### src/rtl/srtf_pkg.sv
`default_nettype none

package srtf_pkg;

    localparam int TIME_W  = 24;
    localparam int SUM_W   = 30;
    localparam int ARR_W   = 16;
    localparam int REM_W   = 16;
    localparam int SLOT_W  = 6;
    localparam int CNT_W   = 7;

    localparam logic [TIME_W-1:0] TIME_MAX = {TIME_W{1'b1}};
    localparam logic [SUM_W-1:0]  SUM_MAX  = {SUM_W{1'b1}};

    // Request kinds carried on s_tuser
    localparam logic MODE_LOAD = 1'b0;
    localparam logic MODE_TICK = 1'b1;

    localparam int S_TDATA_W = 40;
    localparam int M_TDATA_W = 168;
    localparam int M_TUSER_W = 2;

    typedef enum logic [2:0] {
        ST_CLEAR,
        ST_IDLE,
        ST_SCAN,
        ST_UPDATE,
        ST_SUM
    } state_t;

    // One task table row; all fields share one RAM word
    typedef struct packed {
        logic [ARR_W-1:0]  arrival;
        logic [REM_W-1:0]  remaining;
        logic              has_run;
        logic [TIME_W-1:0] last_end;
    } entry_t;

endpackage

`default_nettype wire

### src/rtl/srtf_ram.sv
`default_nettype none

module srtf_ram #(
    parameter int WIDTH = 8,
    parameter int DEPTH = 64
) (
    input  wire logic                     aclk,
    input  wire logic                     we,
    input  wire logic [$clog2(DEPTH)-1:0] waddr,
    input  wire logic [WIDTH-1:0]         wdata,
    input  wire logic [$clog2(DEPTH)-1:0] raddr,
    output logic      [WIDTH-1:0]         rdata
);

    logic [WIDTH-1:0] mem [DEPTH];

    always_ff @(posedge aclk) begin
        if (we) begin
            mem[waddr] <= wdata;
        end
        rdata <= mem[raddr];
    end

endmodule

`default_nettype wire

### src/rtl/srtf_tick_scheduler.sv
// Load request: written to the task RAM, no result; loads may follow back to back.
// Tick request: ST_SCAN reads n = min(task_count, MAX_TASKS) rows, one RAM row per cycle,
// then ST_UPDATE (skipped when nothing is left to run) and ST_SUM; the next request can
// be taken as the result appears, and ST_SUM holds while an earlier result is unaccepted.
// Reset (aresetn low, synchronous) clears control state, then a clearing pass zeroes all
// MAX_TASKS rows of the task RAM before the first request is taken.
`default_nettype none

module srtf_tick_scheduler #(
    parameter int MAX_TASKS = 64
) (
    input  wire logic                           aclk,
    input  wire logic                           aresetn,
    input  wire logic                           cfg_we,
    input  wire logic [srtf_pkg::CNT_W-1:0]     cfg_wdata,   // task_count
    input  wire logic                           s_tvalid,
    output logic                                s_tready,
    // [5:0] task_slot, [21:6] arrival, [37:22] burst
    input  wire logic [srtf_pkg::S_TDATA_W-1:0] s_tdata,
    input  wire logic                           s_tuser,     // [0] mode
    output logic                                m_tvalid,
    input  wire logic                           m_tready,
    // [5:0] task_id, [29:6] slice_start, [53:30] slice_end, [77:54] wait_increment,
    // [101:78] turnaround, [131:102] total_turnaround, [161:132] total_wait
    output logic      [srtf_pkg::M_TDATA_W-1:0] m_tdata,
    output logic      [srtf_pkg::M_TUSER_W-1:0] m_tuser      // [0] finished, [1] all_done
);

    localparam int AW = (MAX_TASKS > 1) ? $clog2(MAX_TASKS) : 1;
    localparam int CW = $clog2(MAX_TASKS + 1);
    localparam int TW = srtf_pkg::TIME_W;
    localparam int SW = srtf_pkg::SUM_W;
    localparam int RW = srtf_pkg::REM_W;
    localparam int ARW = srtf_pkg::ARR_W;
    localparam int EW = $bits(srtf_pkg::entry_t);
    localparam logic [AW-1:0] LAST_ADDR = AW'(MAX_TASKS - 1);

    srtf_pkg::state_t state_reg, state_next;

    logic [srtf_pkg::CNT_W-1:0] task_count_reg;
    logic [TW-1:0] cur_time_reg, cur_time_next;
    logic [SW-1:0] turn_sum_reg, turn_sum_next;
    logic [SW-1:0] wait_sum_reg, wait_sum_next;
    logic [AW-1:0] clr_idx_reg, clr_idx_next;
    logic [CW-1:0] rd_idx_reg, rd_idx_next;
    logic          dv_reg, dv_next;
    logic [AW-1:0] didx_reg, didx_next;

    // scan trackers
    logic          any_reg, any_next;
    logic          fc_found_reg, fc_found_next;
    logic [AW-1:0] fc_idx_reg, fc_idx_next;
    logic [RW-1:0] fc_rem_reg, fc_rem_next;
    logic [ARW-1:0] ma_arr_reg, ma_arr_next;
    logic [AW-1:0] ma_idx_reg, ma_idx_next;
    logic [RW-1:0] ma_rem_reg, ma_rem_next;

    // pick and update results
    logic [AW-1:0] best_reg, best_next;
    logic [TW-1:0] t_reg, t_next;
    logic [TW-1:0] end_reg, end_next;
    logic [TW-1:0] wait_reg, wait_next;
    logic [TW-1:0] turn_reg, turn_next;
    logic          fin_reg, fin_next;
    logic          alldone_reg, alldone_next;

    logic                  m_valid_reg, m_valid_next;
    logic [srtf_pkg::M_TDATA_W-1:0] m_data_reg, m_data_next;
    logic [srtf_pkg::M_TUSER_W-1:0] m_user_reg, m_user_next;

    logic          ram_we;
    logic [AW-1:0] ram_waddr;
    logic [AW-1:0] ram_raddr;
    srtf_pkg::entry_t ram_wdata;
    logic [EW-1:0] ram_rdata;
    srtf_pkg::entry_t rd_entry;

    logic [CW-1:0] n_used;

    logic [srtf_pkg::SLOT_W-1:0] in_slot;
    logic [ARW-1:0]              in_arrive;
    logic [RW-1:0]               in_service;

    assign in_slot    = s_tdata[5:0];
    assign in_arrive  = s_tdata[21:6];
    assign in_service = s_tdata[37:22];
    assign rd_entry   = srtf_pkg::entry_t'(ram_rdata);

    assign n_used = (32'(task_count_reg) > MAX_TASKS) ? CW'(MAX_TASKS) : CW'(task_count_reg);

    assign s_tready = (state_reg == srtf_pkg::ST_IDLE);
    assign m_tvalid = m_valid_reg;
    assign m_tdata  = m_data_reg;
    assign m_tuser  = m_user_reg;

    srtf_ram #(
        .WIDTH (EW),
        .DEPTH (MAX_TASKS)
    ) u_task_ram (
        .aclk  (aclk),
        .we    (ram_we),
        .waddr (ram_waddr),
        .wdata (EW'(ram_wdata)),
        .raddr (ram_raddr),
        .rdata (ram_rdata)
    );

    always_ff @(posedge aclk) begin
        if (!aresetn) begin
            state_reg      <= srtf_pkg::ST_CLEAR;
            task_count_reg <= '0;
            cur_time_reg   <= '0;
            turn_sum_reg   <= '0;
            wait_sum_reg   <= '0;
            clr_idx_reg    <= '0;
            rd_idx_reg     <= '0;
            dv_reg         <= 1'b0;
            m_valid_reg    <= 1'b0;
        end else begin
            state_reg    <= state_next;
            if (cfg_we) begin
                task_count_reg <= cfg_wdata;
            end
            cur_time_reg <= cur_time_next;
            turn_sum_reg <= turn_sum_next;
            wait_sum_reg <= wait_sum_next;
            clr_idx_reg  <= clr_idx_next;
            rd_idx_reg   <= rd_idx_next;
            dv_reg       <= dv_next;
            m_valid_reg  <= m_valid_next;
        end
    end

    always_ff @(posedge aclk) begin
        didx_reg      <= didx_next;
        any_reg       <= any_next;
        fc_found_reg  <= fc_found_next;
        fc_idx_reg    <= fc_idx_next;
        fc_rem_reg    <= fc_rem_next;
        ma_arr_reg    <= ma_arr_next;
        ma_idx_reg    <= ma_idx_next;
        ma_rem_reg    <= ma_rem_next;
        best_reg      <= best_next;
        t_reg         <= t_next;
        end_reg       <= end_next;
        wait_reg      <= wait_next;
        turn_reg      <= turn_next;
        fin_reg       <= fin_next;
        alldone_reg   <= alldone_next;
        m_data_reg    <= m_data_next;
        m_user_reg    <= m_user_next;
    end

    always_comb begin
        logic          unfinished;
        logic [TW-1:0] arr_ext;
        logic [TW-1:0] base;
        logic [TW-1:0] end_t;
        logic [RW-1:0] rem_new;
        logic [SW:0]   tsum;
        logic [SW:0]   wsum;
        logic [SW-1:0] tsum_sat;
        logic [SW-1:0] wsum_sat;

        state_next    = state_reg;
        cur_time_next = cur_time_reg;
        turn_sum_next = turn_sum_reg;
        wait_sum_next = wait_sum_reg;
        clr_idx_next  = clr_idx_reg;
        rd_idx_next   = rd_idx_reg;
        dv_next       = 1'b0;
        didx_next     = didx_reg;
        any_next      = any_reg;
        fc_found_next = fc_found_reg;
        fc_idx_next   = fc_idx_reg;
        fc_rem_next   = fc_rem_reg;
        ma_arr_next   = ma_arr_reg;
        ma_idx_next   = ma_idx_reg;
        ma_rem_next   = ma_rem_reg;
        best_next     = best_reg;
        t_next        = t_reg;
        end_next      = end_reg;
        wait_next     = wait_reg;
        turn_next     = turn_reg;
        fin_next      = fin_reg;
        alldone_next  = alldone_reg;
        m_data_next   = m_data_reg;
        m_user_next   = m_user_reg;
        m_valid_next  = m_valid_reg && !m_tready;

        ram_we    = 1'b0;
        ram_waddr = '0;
        ram_wdata = '0;
        ram_raddr = '0;

        unfinished = (rd_entry.remaining != '0);
        arr_ext    = TW'(rd_entry.arrival);
        base       = rd_entry.has_run ? rd_entry.last_end : arr_ext;
        end_t      = (t_reg < srtf_pkg::TIME_MAX) ? t_reg + TW'(1) : srtf_pkg::TIME_MAX;
        rem_new    = rd_entry.remaining - RW'(1);

        tsum     = {1'b0, turn_sum_reg} + (SW + 1)'(turn_reg);
        wsum     = {1'b0, wait_sum_reg} + (SW + 1)'(wait_reg);
        tsum_sat = tsum[SW] ? srtf_pkg::SUM_MAX : tsum[SW-1:0];
        wsum_sat = wsum[SW] ? srtf_pkg::SUM_MAX : wsum[SW-1:0];

        unique case (state_reg)
            srtf_pkg::ST_CLEAR: begin
                ram_we       = 1'b1;
                ram_waddr    = clr_idx_reg;
                clr_idx_next = clr_idx_reg + AW'(1);
                if (clr_idx_reg == LAST_ADDR) begin
                    state_next = srtf_pkg::ST_IDLE;
                end
            end

            srtf_pkg::ST_IDLE: begin
                if (s_tvalid) begin
                    if (s_tuser == srtf_pkg::MODE_LOAD) begin
                        // drop loads to slots outside the table
                        if (32'(in_slot) < MAX_TASKS) begin
                            ram_we              = 1'b1;
                            ram_waddr           = AW'(in_slot);
                            ram_wdata.arrival   = in_arrive;
                            ram_wdata.remaining = in_service;
                            ram_wdata.has_run   = 1'b0;
                        end
                    end else begin
                        rd_idx_next   = '0;
                        any_next      = 1'b0;
                        fc_found_next = 1'b0;
                        state_next    = srtf_pkg::ST_SCAN;
                    end
                end
            end

            srtf_pkg::ST_SCAN: begin
                // fold in the row read last cycle
                if (dv_reg && unfinished) begin
                    any_next = 1'b1;
                    if (arr_ext <= cur_time_reg) begin
                        if (!fc_found_reg || rd_entry.remaining < fc_rem_reg) begin
                            fc_found_next = 1'b1;
                            fc_idx_next   = didx_reg;
                            fc_rem_next   = rd_entry.remaining;
                        end
                    end
                    if (!any_reg || rd_entry.arrival < ma_arr_reg) begin
                        ma_arr_next = rd_entry.arrival;
                        ma_idx_next = didx_reg;
                        ma_rem_next = rd_entry.remaining;
                    end else if (rd_entry.arrival == ma_arr_reg
                                 && rd_entry.remaining < ma_rem_reg) begin
                        ma_idx_next = didx_reg;
                        ma_rem_next = rd_entry.remaining;
                    end
                end

                if (rd_idx_reg < n_used) begin
                    ram_raddr   = rd_idx_reg[AW-1:0];
                    didx_next   = rd_idx_reg[AW-1:0];
                    dv_next     = 1'b1;
                    rd_idx_next = rd_idx_reg + CW'(1);
                end else if (!dv_reg) begin
                    if (!any_reg) begin
                        best_next    = '0;
                        t_next       = cur_time_reg;
                        end_next     = cur_time_reg;
                        wait_next    = '0;
                        turn_next    = '0;
                        fin_next     = 1'b0;
                        alldone_next = 1'b1;
                        state_next   = srtf_pkg::ST_SUM;
                    end else begin
                        // nothing arrived yet: jump to the earliest arrival
                        if (TW'(ma_arr_reg) > cur_time_reg) begin
                            best_next = ma_idx_reg;
                            t_next    = TW'(ma_arr_reg);
                        end else begin
                            best_next = fc_idx_reg;
                            t_next    = cur_time_reg;
                        end
                        ram_raddr  = best_next;
                        state_next = srtf_pkg::ST_UPDATE;
                    end
                end
            end

            srtf_pkg::ST_UPDATE: begin
                wait_next     = (t_reg >= base) ? t_reg - base : '0;
                end_next      = end_t;
                cur_time_next = end_t;
                fin_next      = (rem_new == '0);
                turn_next     = (rem_new == '0 && end_t >= arr_ext) ? end_t - arr_ext : '0;
                alldone_next  = 1'b0;

                ram_we              = 1'b1;
                ram_waddr           = best_reg;
                ram_wdata.arrival   = rd_entry.arrival;
                ram_wdata.remaining = rem_new;
                ram_wdata.has_run   = 1'b1;
                ram_wdata.last_end  = end_t;
                state_next          = srtf_pkg::ST_SUM;
            end

            srtf_pkg::ST_SUM: begin
                // hold until the output register is free
                if (!m_valid_reg || m_tready) begin
                    turn_sum_next = tsum_sat;
                    wait_sum_next = wsum_sat;
                    m_data_next   = {6'b0, wsum_sat, tsum_sat, turn_reg, wait_reg,
                                     end_reg, t_reg, 6'(best_reg)};
                    m_user_next   = {alldone_reg, fin_reg};
                    m_valid_next  = 1'b1;
                    state_next    = srtf_pkg::ST_IDLE;
                end
            end

            default: begin
                state_next = srtf_pkg::ST_IDLE;
            end
        endcase
    end

endmodule

`default_nettype wire
### config.mk
export PLATFORM = sky130hd
export DESIGN_NAME = srtf_tick_scheduler
export DESIGN_NICKNAME = d
export VERILOG_FILES = /design/src/rtl/srtf_pkg.sv /design/src/rtl/srtf_ram.sv /design/src/rtl/srtf_tick_scheduler.sv
export SDC_FILE = /design/constraint.sdc
export NUM_CORES = 2
export LEC_CHECK = 0
export BUFFER_PORTS_ARGS = -buffer_cell sky130_fd_sc_hd__buf_4
export CAP_MARGIN = 20
export CORE_MARGIN = 2
export CORE_UTILIZATION = 30
export DETAILED_ROUTE_END_ITERATION = 10
export GPL_ROUTABILITY_DRIVEN = 0
export PLACE_DENSITY = 0.53
export SLEW_MARGIN = 40
export SYNTH_ARGS = -nofsm -noshare
export SYNTH_HDL_FRONTEND = slang
export SYNTH_SLANG_ARGS = --single-unit
### constraint.sdc
create_clock -name aclk -period 7.23 [get_ports aclk]
set_input_delay 0.3615 -clock aclk [delete_from_list [all_inputs] [get_ports aclk]]
set_output_delay 0.3615 -clock aclk [all_outputs]
set_load 0.01 [all_outputs]
### Word-level counts from Yosys, hierarchy flattened

Memory sizes are Yosys's and may differ from the RTL's. A register that Yosys moved wholly into a read port is not among the register bits.
Cells that the tools add are included.

| storage, ports and cells | value |
|---|---|
| register bits | 445 |
| bits in latches | 0 |
| RAM bits | 3648 |
| bits in read-only memories | 0 |
| bits of input ports | 53 |
| word-level logic and storage cells | 164 |
| memories | 1 |

Memory list:

| name | words | bits a word | rd ports | clocked after memory_dff | wr ports | line | source |
|---|---|---|---|---|---|---|---|
| u_task_ram.mem | 64 | 57 | 1 | 1 | 1 | srtf_ram.sv:15 | `logic [WIDTH-1:0] mem [DEPTH];` |

| operators by class | value |
|---|---|
| $add $sub $neg | 8 |
| $mul | 0 |
| divide/modulo/power cells | 0 |
| magnitude comparators | 10 |
| equal/unequal tests | 17 |
| shift operators | 0 |
| multiplexer cells | 70 |
| bitwise operators | 2 |
| reduce and logical (&&, ||, !) cells | 30 |

Operators by type and width:

| cell | number |
|---|---|
| $mux W24 | 13 |
| $pmux W24 S2 | 3 |
| $mux W33 | 2 |
| $pmux W33 S2 | 1 |
| $add A30 B24 Y31 | 2 |
| $mux W30 | 2 |
| $mux W6 | 9 |
| $lt A16 B16 Y1 | 3 |
| $mux W16 | 2 |
| $mux W7 | 4 |
| $add A24 B1 Y24 const B | 1 |
| $ge A24 B16 Y1 | 1 |
| $ge A24 B24 Y1 | 1 |
| $gt A16 B24 Y1 | 1 |
| $le A16 B24 Y1 | 1 |
| $lt A24 B24 Y1 const B | 1 |
| $sub A24 B16 Y24 | 1 |
| $sub A24 B24 Y24 | 1 |
| $mux W3 | 7 |
| $ne A2 B2 Y1 const B | 10 |
| $mux W1 | 19 |
| $pmux W6 S3 | 1 |
| $eq A16 B16 Y1 | 1 |
| $logic_not A16 Y1 | 1 |
| other kinds (25) | 49 |

### Longest topological paths before layout

| depth | value |
|---|---|
| depth in word-level cells | 6 |
| gate-level depth with buffers | 22 |
| gate-level depth less buffers | 19 |

### Modules after synthesis

A second synthesis with hierarchy kept.

| second synthesis, totals | value |
|---|---|
| cell total of the unflattened synthesis | 8108 |
| area total of the unflattened synthesis | 163236.6 sq um |

By module, submodules not included:

| module | times used | cells each | area each (sq um) | sequential area each (sq um) |
|---|---|---|---|---|
| srtf_ram | 1 | 5844 | 139412.5 | 110686.2 |
| srtf_tick_scheduler | 1 | 2264 | 23824.1 | 12271.8 |

### Worst setup path before layout

OpenSTA, ideal clock, no wires.

| path | value |
|---|---|
| path kind | register -> register |
| start point | reg state_reg[1] |
| end point | reg turn_sum_reg[14] |
| library setup time | 402 ps |
| data arrival time | 6101 ps |
| path slack | 727 ps |
| cell stages (with the launch flop) | 8 |
| path buffers | 3 |
| clock period less this slack | 6503 ps |
| path through | dfxtp_1 buf_2 nor3b_1 nand2_1 inv_1 clkbuf_1 clkbuf_1 a311oi_1 |

| on the way | value |
|---|---|
| cells in the longest elaborated chain, start to end | 2 |

Ends and longest elaborated chain:

| element | line | source |
|---|---|---|
| start: declaration | srtf_tick_scheduler.sv:38 | `srtf_pkg::state_t state_reg, state_next;` |
| start signal: assignment | srtf_tick_scheduler.sv:110 | `state_reg <= srtf_pkg::ST_CLEAR;` |
| start signal: assignment | srtf_tick_scheduler.sv:120 | `state_reg <= state_next;` |
| $eq A3 B3 Y1 | srtf_tick_scheduler.sv:207 | `unique case (state_reg)` |
| $reduce_and A2 Y1 (no line) | - |  |
| end signal: assignment | srtf_tick_scheduler.sv:125 | `turn_sum_reg <= turn_sum_next;` |
| end: declaration | srtf_tick_scheduler.sv:42 | `logic [SW-1:0] turn_sum_reg, turn_sum_next;` |

No other way between the ends.
A chain may end at the register's enable or synchronous reset.

### Worst setup path after layout

| path | value |
|---|---|
| start point | reg t_reg[1] |
| end point | reg turn_reg[3], data pin |

| on the way | value |
|---|---|
| cells in the longest elaborated chain, start to end | 6 |
| elaborated cells between the ends (all ways) | 8 |

Ends and longest elaborated chain:

| element | line | source |
|---|---|---|
| start: declaration | srtf_tick_scheduler.sv:60 | `logic [TW-1:0] t_reg, t_next;` |
| start signal: assignment | srtf_tick_scheduler.sv:144 | `t_reg <= t_next;` |
| $add A24 B1 Y24 / $lt A24 B24 Y1 (equally long branches) | srtf_tick_scheduler.sv:199 | `end_t = (t_reg < srtf_pkg::TIME_MAX) ? t_reg + TW'(1) : srtf_pkg::TIME_MAX;` |
| $mux W24 * | srtf_tick_scheduler.sv:199 |  |
| $ge A24 B16 Y1 | srtf_tick_scheduler.sv:294 | `turn_next = (rem_new == '0 && end_t >= arr_ext) ? end_t - arr_ext : '0;` |
| $logic_and A1 B1 Y1 | srtf_tick_scheduler.sv:294 |  |
| $mux W24 * | srtf_tick_scheduler.sv:294 |  |
| $pmux W24 S2 * | srtf_tick_scheduler.sv:207 |  |
| end signal: assignment | srtf_tick_scheduler.sv:147 | `turn_reg <= turn_next;` |
| end: declaration | srtf_tick_scheduler.sv:63 | `logic [TW-1:0] turn_reg, turn_next;` |

Mark *: on every way between the ends. The rest lies on a longest branch, timed or not.

==> impl_metrics.csv <==
group,metric,value,unit
timing,finClkSkew,77.1,ps
timing,finalMaxSlewViolations,0,
floorplanning,rows,272,
logic_synthesis,ys_seq_area_share,74.5,%
global_routing,grt_use_total,20.6,%
cts,cts_root_buf,"clkbuf_16",
layout,drive_gt1_share,17.2,%
power,combPwrFrac,1.8,%
hold_path,min_path_cells,3,
timing,fmax,165,MHz
logic_synthesis,synthFlopType,"edfxtp_1",
layout,fillCellCount,52000,
power,powerDensity,253,nW/um2
layout,fin_area,193000,um2
logic_synthesis,ys_seq_elements,4150,
floorplanning,die_w,746,um
power,sequentialPowerShare,53.7,%
timing,period_share,83.8,%
critical_path,r2r_start,"t_reg[1]",
timing,finalWorstPathRequiredPeriod,6060,ps
logic_synthesis,yosys-top-cells-area,"edfxtp_1, mux4_2, nand2_1",
logic_synthesis,syn_avg_cell_area,16.0,um2
cts,cts.path.max_buffers,4,
critical_path,reg2reg_depth,18,
logic_synthesis,synth_top_area_share,72.5,%
cts,cts_num_sinks,4150,
logic_synthesis,syn-cell-area,165000,um2
detailed_routing,dr.pass1.iters,6,
detailed_routing,vias_per_cell,5.52,
timing,rsz0062_at_grt,"no",
layout,nNetsFinal,11100,
outcome,status,"finished, final reports clean",
critical_path,crit_type,"reg2reg",
critical_path,cp_data_required_time,7950,ps
global_routing,grt_pass1_wl,808,mm
critical_path,critPathLaunchType,"flop",
floorplanning,start_util,30.1,%
logic_synthesis,yosysUniqueCellTypes,91,
power,power.leakage,63.1,nW
floorplanning,ios,225,
layout,fin_cells,18500,
power,p_sw,0.0103,W
power,p_int,0.0387,W
logic_synthesis,netlist.top_cell.by_area,"edfxtp_1",
timing,setup_viol,0,
timing,hold_viol_final,0,
layout,largest_register_ffs,3648,
hold_path,hold_start,"s_tdata[34]",
power,pwr-share-clk,44.5,%
global_routing,overflow,0,
place,placed_area,179000,um2
logic_synthesis,synthCells,10300,
power,finalPower,0.0490,W
cts,htree_levels,5,
cts,cts_buffers,425,
critical_path,r2r_end,"turn_reg[3]",
timing,fin_setup_tns,0,ps
floorplanning,fp.dieH,746,um
floorplanning,core_area,549000,um2
place,pre_cts_ws,1240,ps
hold_path,hold_path.class,"in2reg",
place,dp_hpwl,339,mm
timing,setup_ws,1170,ps
critical_path,reg2reg_slack,1170,ps
critical_path,worst_path_max_delay_cell,"or3_2",
power,swShare,21.1,%
critical_path,path_cells,"ha_1, nand3_1, or2_2, or3_2, nand2_1, ha_1, a21o_1, a21oi_1, o21ai_0, a21oi_1, o21ai_0, a211oi_1, nor2_1, o21ai_0, buf_4, and4_1, a41o_1, nor3_1",
power,peakVddDrop,235,uV
layout,syn_to_final_growth,17.2,%
critical_path,cp_max_fo,24,
cts,clkTransAtPathRegs,70,ps
cts,clk_latency,1030,ps
cts,cts_tree,"yes",
flow_run,cap_violations,0,
global_routing,antenna_found_initial,45,
place,portBuffers,216,
hold_path,min_to,"u_task_ram.mem[12][37]",
critical_path,crit_path_end_kind,"flop",
floorplanning,die_area,556000,um2
detailed_routing,dr.first_iter.drc_count,15600,
timing,tightest_slew,952,ps
logic_synthesis,yosys_warnings,0,
cts,cts_resized,0,
global_routing,grt_pass1_vias,94900,
detailed_routing,wirelength,599,mm
critical_path,critPathMaxStageDelay,800,ps
detailed_routing,vias,102000,
global_routing,grt_max_degree,145,
logic_synthesis,synth_enable_flop_cells,3984,
detailed_routing,drc,0,
timing,slew_headroom,36.4,%
place,dp.cells,17700,
detailed_routing,ant_nets,0,
critical_path,critPathArrivalTime,6780,ps
layout,regMostFlops,"u_task_ram.mem",
detailed_routing,wl_per_cell,32.4,um
critical_path,crit_path_frequent_cell,"o21ai_0",
critical_path,critPathTopFamily,"compound AO/OA/AOI/OAI gates",
logic_synthesis,async_reset_ff_share,0,%
critical_path,crit_buf_inv,1,
[worst max-delay path by stage]
stage	from	endpoint	cells past startpoint
6_report	t_reg[1]	turn_reg[3]	18
5_1_grt	t_reg[1]	turn_reg[7]	18
4_1_cts	t_reg[1]	turn_reg[3]	18
3_5_place_dp	t_reg[1]	turn_reg[3]	18
3_3_place_gp	cur_time_reg[7]	u_task_ram.rdata[37]	15
2_1_floorplan	state_reg[1]	turn_sum_reg[14]	7
[cell type report]
class / instances / area, um2 / share of cell area, %
diodes: 16 / 40.0 / 0.0207
well taps: 7261 / 9080 / 4.70
clock buffers: 572 / 11600 / 6.02
inverters: 129 / 502 / 0.259
clock inverters: 211 / 2000 / 1.04
multi-input cells: 5446 / 40400 / 20.9
repair buffers: 695 / 6850 / 3.54
flip-flops and latches: 4150 / 123000 / 63.6
[synth_stat cells (21+ instances only)]
cell and instances:
and2_1 34, nor2b_1 21, o21ai_0 216, dfxtp_1 166, xnor2_1 64, a31oi_1 229
buf_1 61, nand3_1 382, and3_1 163, nor3_1 157, a21oi_1 315, edfxtp_1 3984
o211ai_1 35, o221ai_1 24, a211oi_1 139, buf_2 217, o22ai_1 80, inv_1 126
nand4_1 58, mux4_2 363, or4_1 29, ha_1 178, a32oi_1 82, mux2i_1 374
o21a_1 34, clkbuf_1 243, nand2_1 1366, buf_4 52, mux2_2 30, nor4_1 21
xor2_1 46, or2_2 45, nand2b_1 29, a22oi_1 202, nor2_1 371, o2111ai_1 26
and4_1 24, a21o_1 83
[worst min-delay path, cell delays in order]
cell and delay (ps):
buf_4 80, nand2_1 180, o21ai_4 300
[power by group through the flow]
stage          clock network [W]  logic (W)  registers [W]
2_1_floorplan                  0   0.000459         0.0267
3_3_place_gp                   0   0.000847         0.0268
3_5_place_dp                   0   0.000852         0.0268
4_1_cts                   0.0220   0.000867         0.0263
5_1_grt                   0.0229   0.000930         0.0263
6_report                  0.0218   0.000879         0.0263
[layout by cell type, fill, tap and decap left out, types with 31 or more instances in the layout]
cell	n
buf_4	546
clkbuf_8	37
o21ai_0	184
o22ai_1	79
nand3_1	378
nor2_4	87
clkbuf_1	106
o211ai_1	35
xnor2_1	64
o21a_1	33
dfxtp_1	157
a32oi_1	81
nor3_1	154
or2_2	44
o21ai_4	33
and3_1	163
xor2_1	46
ha_1	178
a31oi_1	229
mux2i_1	373
a21o_1	82
a211oi_1	137
buf_12	99
nand4_1	58
nor2_1	279
mux4_2	363
clkbuf_16	429
nand2_1	1356
a22oi_1	202
inv_1	124
clkinv_2	75
and2_1	31
clkinv_1	72
edfxtp_1	3984
a21oi_1	299
[cells by family (layout without fill, tap and decap cells)]
kind of cell	count (synthesis)	after routing	synth area share (%)
other cells	1	22	0.00227
simple gates	2747	2747	7.46
buf+inv	720	1607	2.00
mux	767	767	7.42
fa+ha+maj	182	182	1.40
compound gates	1634	1634	6.66
flops	4150	4150	74.5
xor+xnor	110	110	0.584
[layer usage]
layer  global-route usage [%]  wire, um  vias to the layer above
met5                        0       106                        -
met4                     8.01     26200                       16
met3                     3.82     61200                     1124
met2                     32.4    272000                     5850
met1                     28.4    240000                    53500
li1                         -         -                    41500
[metrics by stage]
step	utilization, %	hold slack, ps
after global routing	35.3	79.6
after CTS	35.2	46.3
after detailed placement	32.7	405
final	35.3	86.7
after global placement	32.6	402
after floorplan	-	400
[repair_timing]
item / in CTS / in global routing
setup buffers: 0 / 0
hold buffers: 20 / 0
endpoints found under the hold margin: 61 / 0
Power figures use the tool's default switching activity.
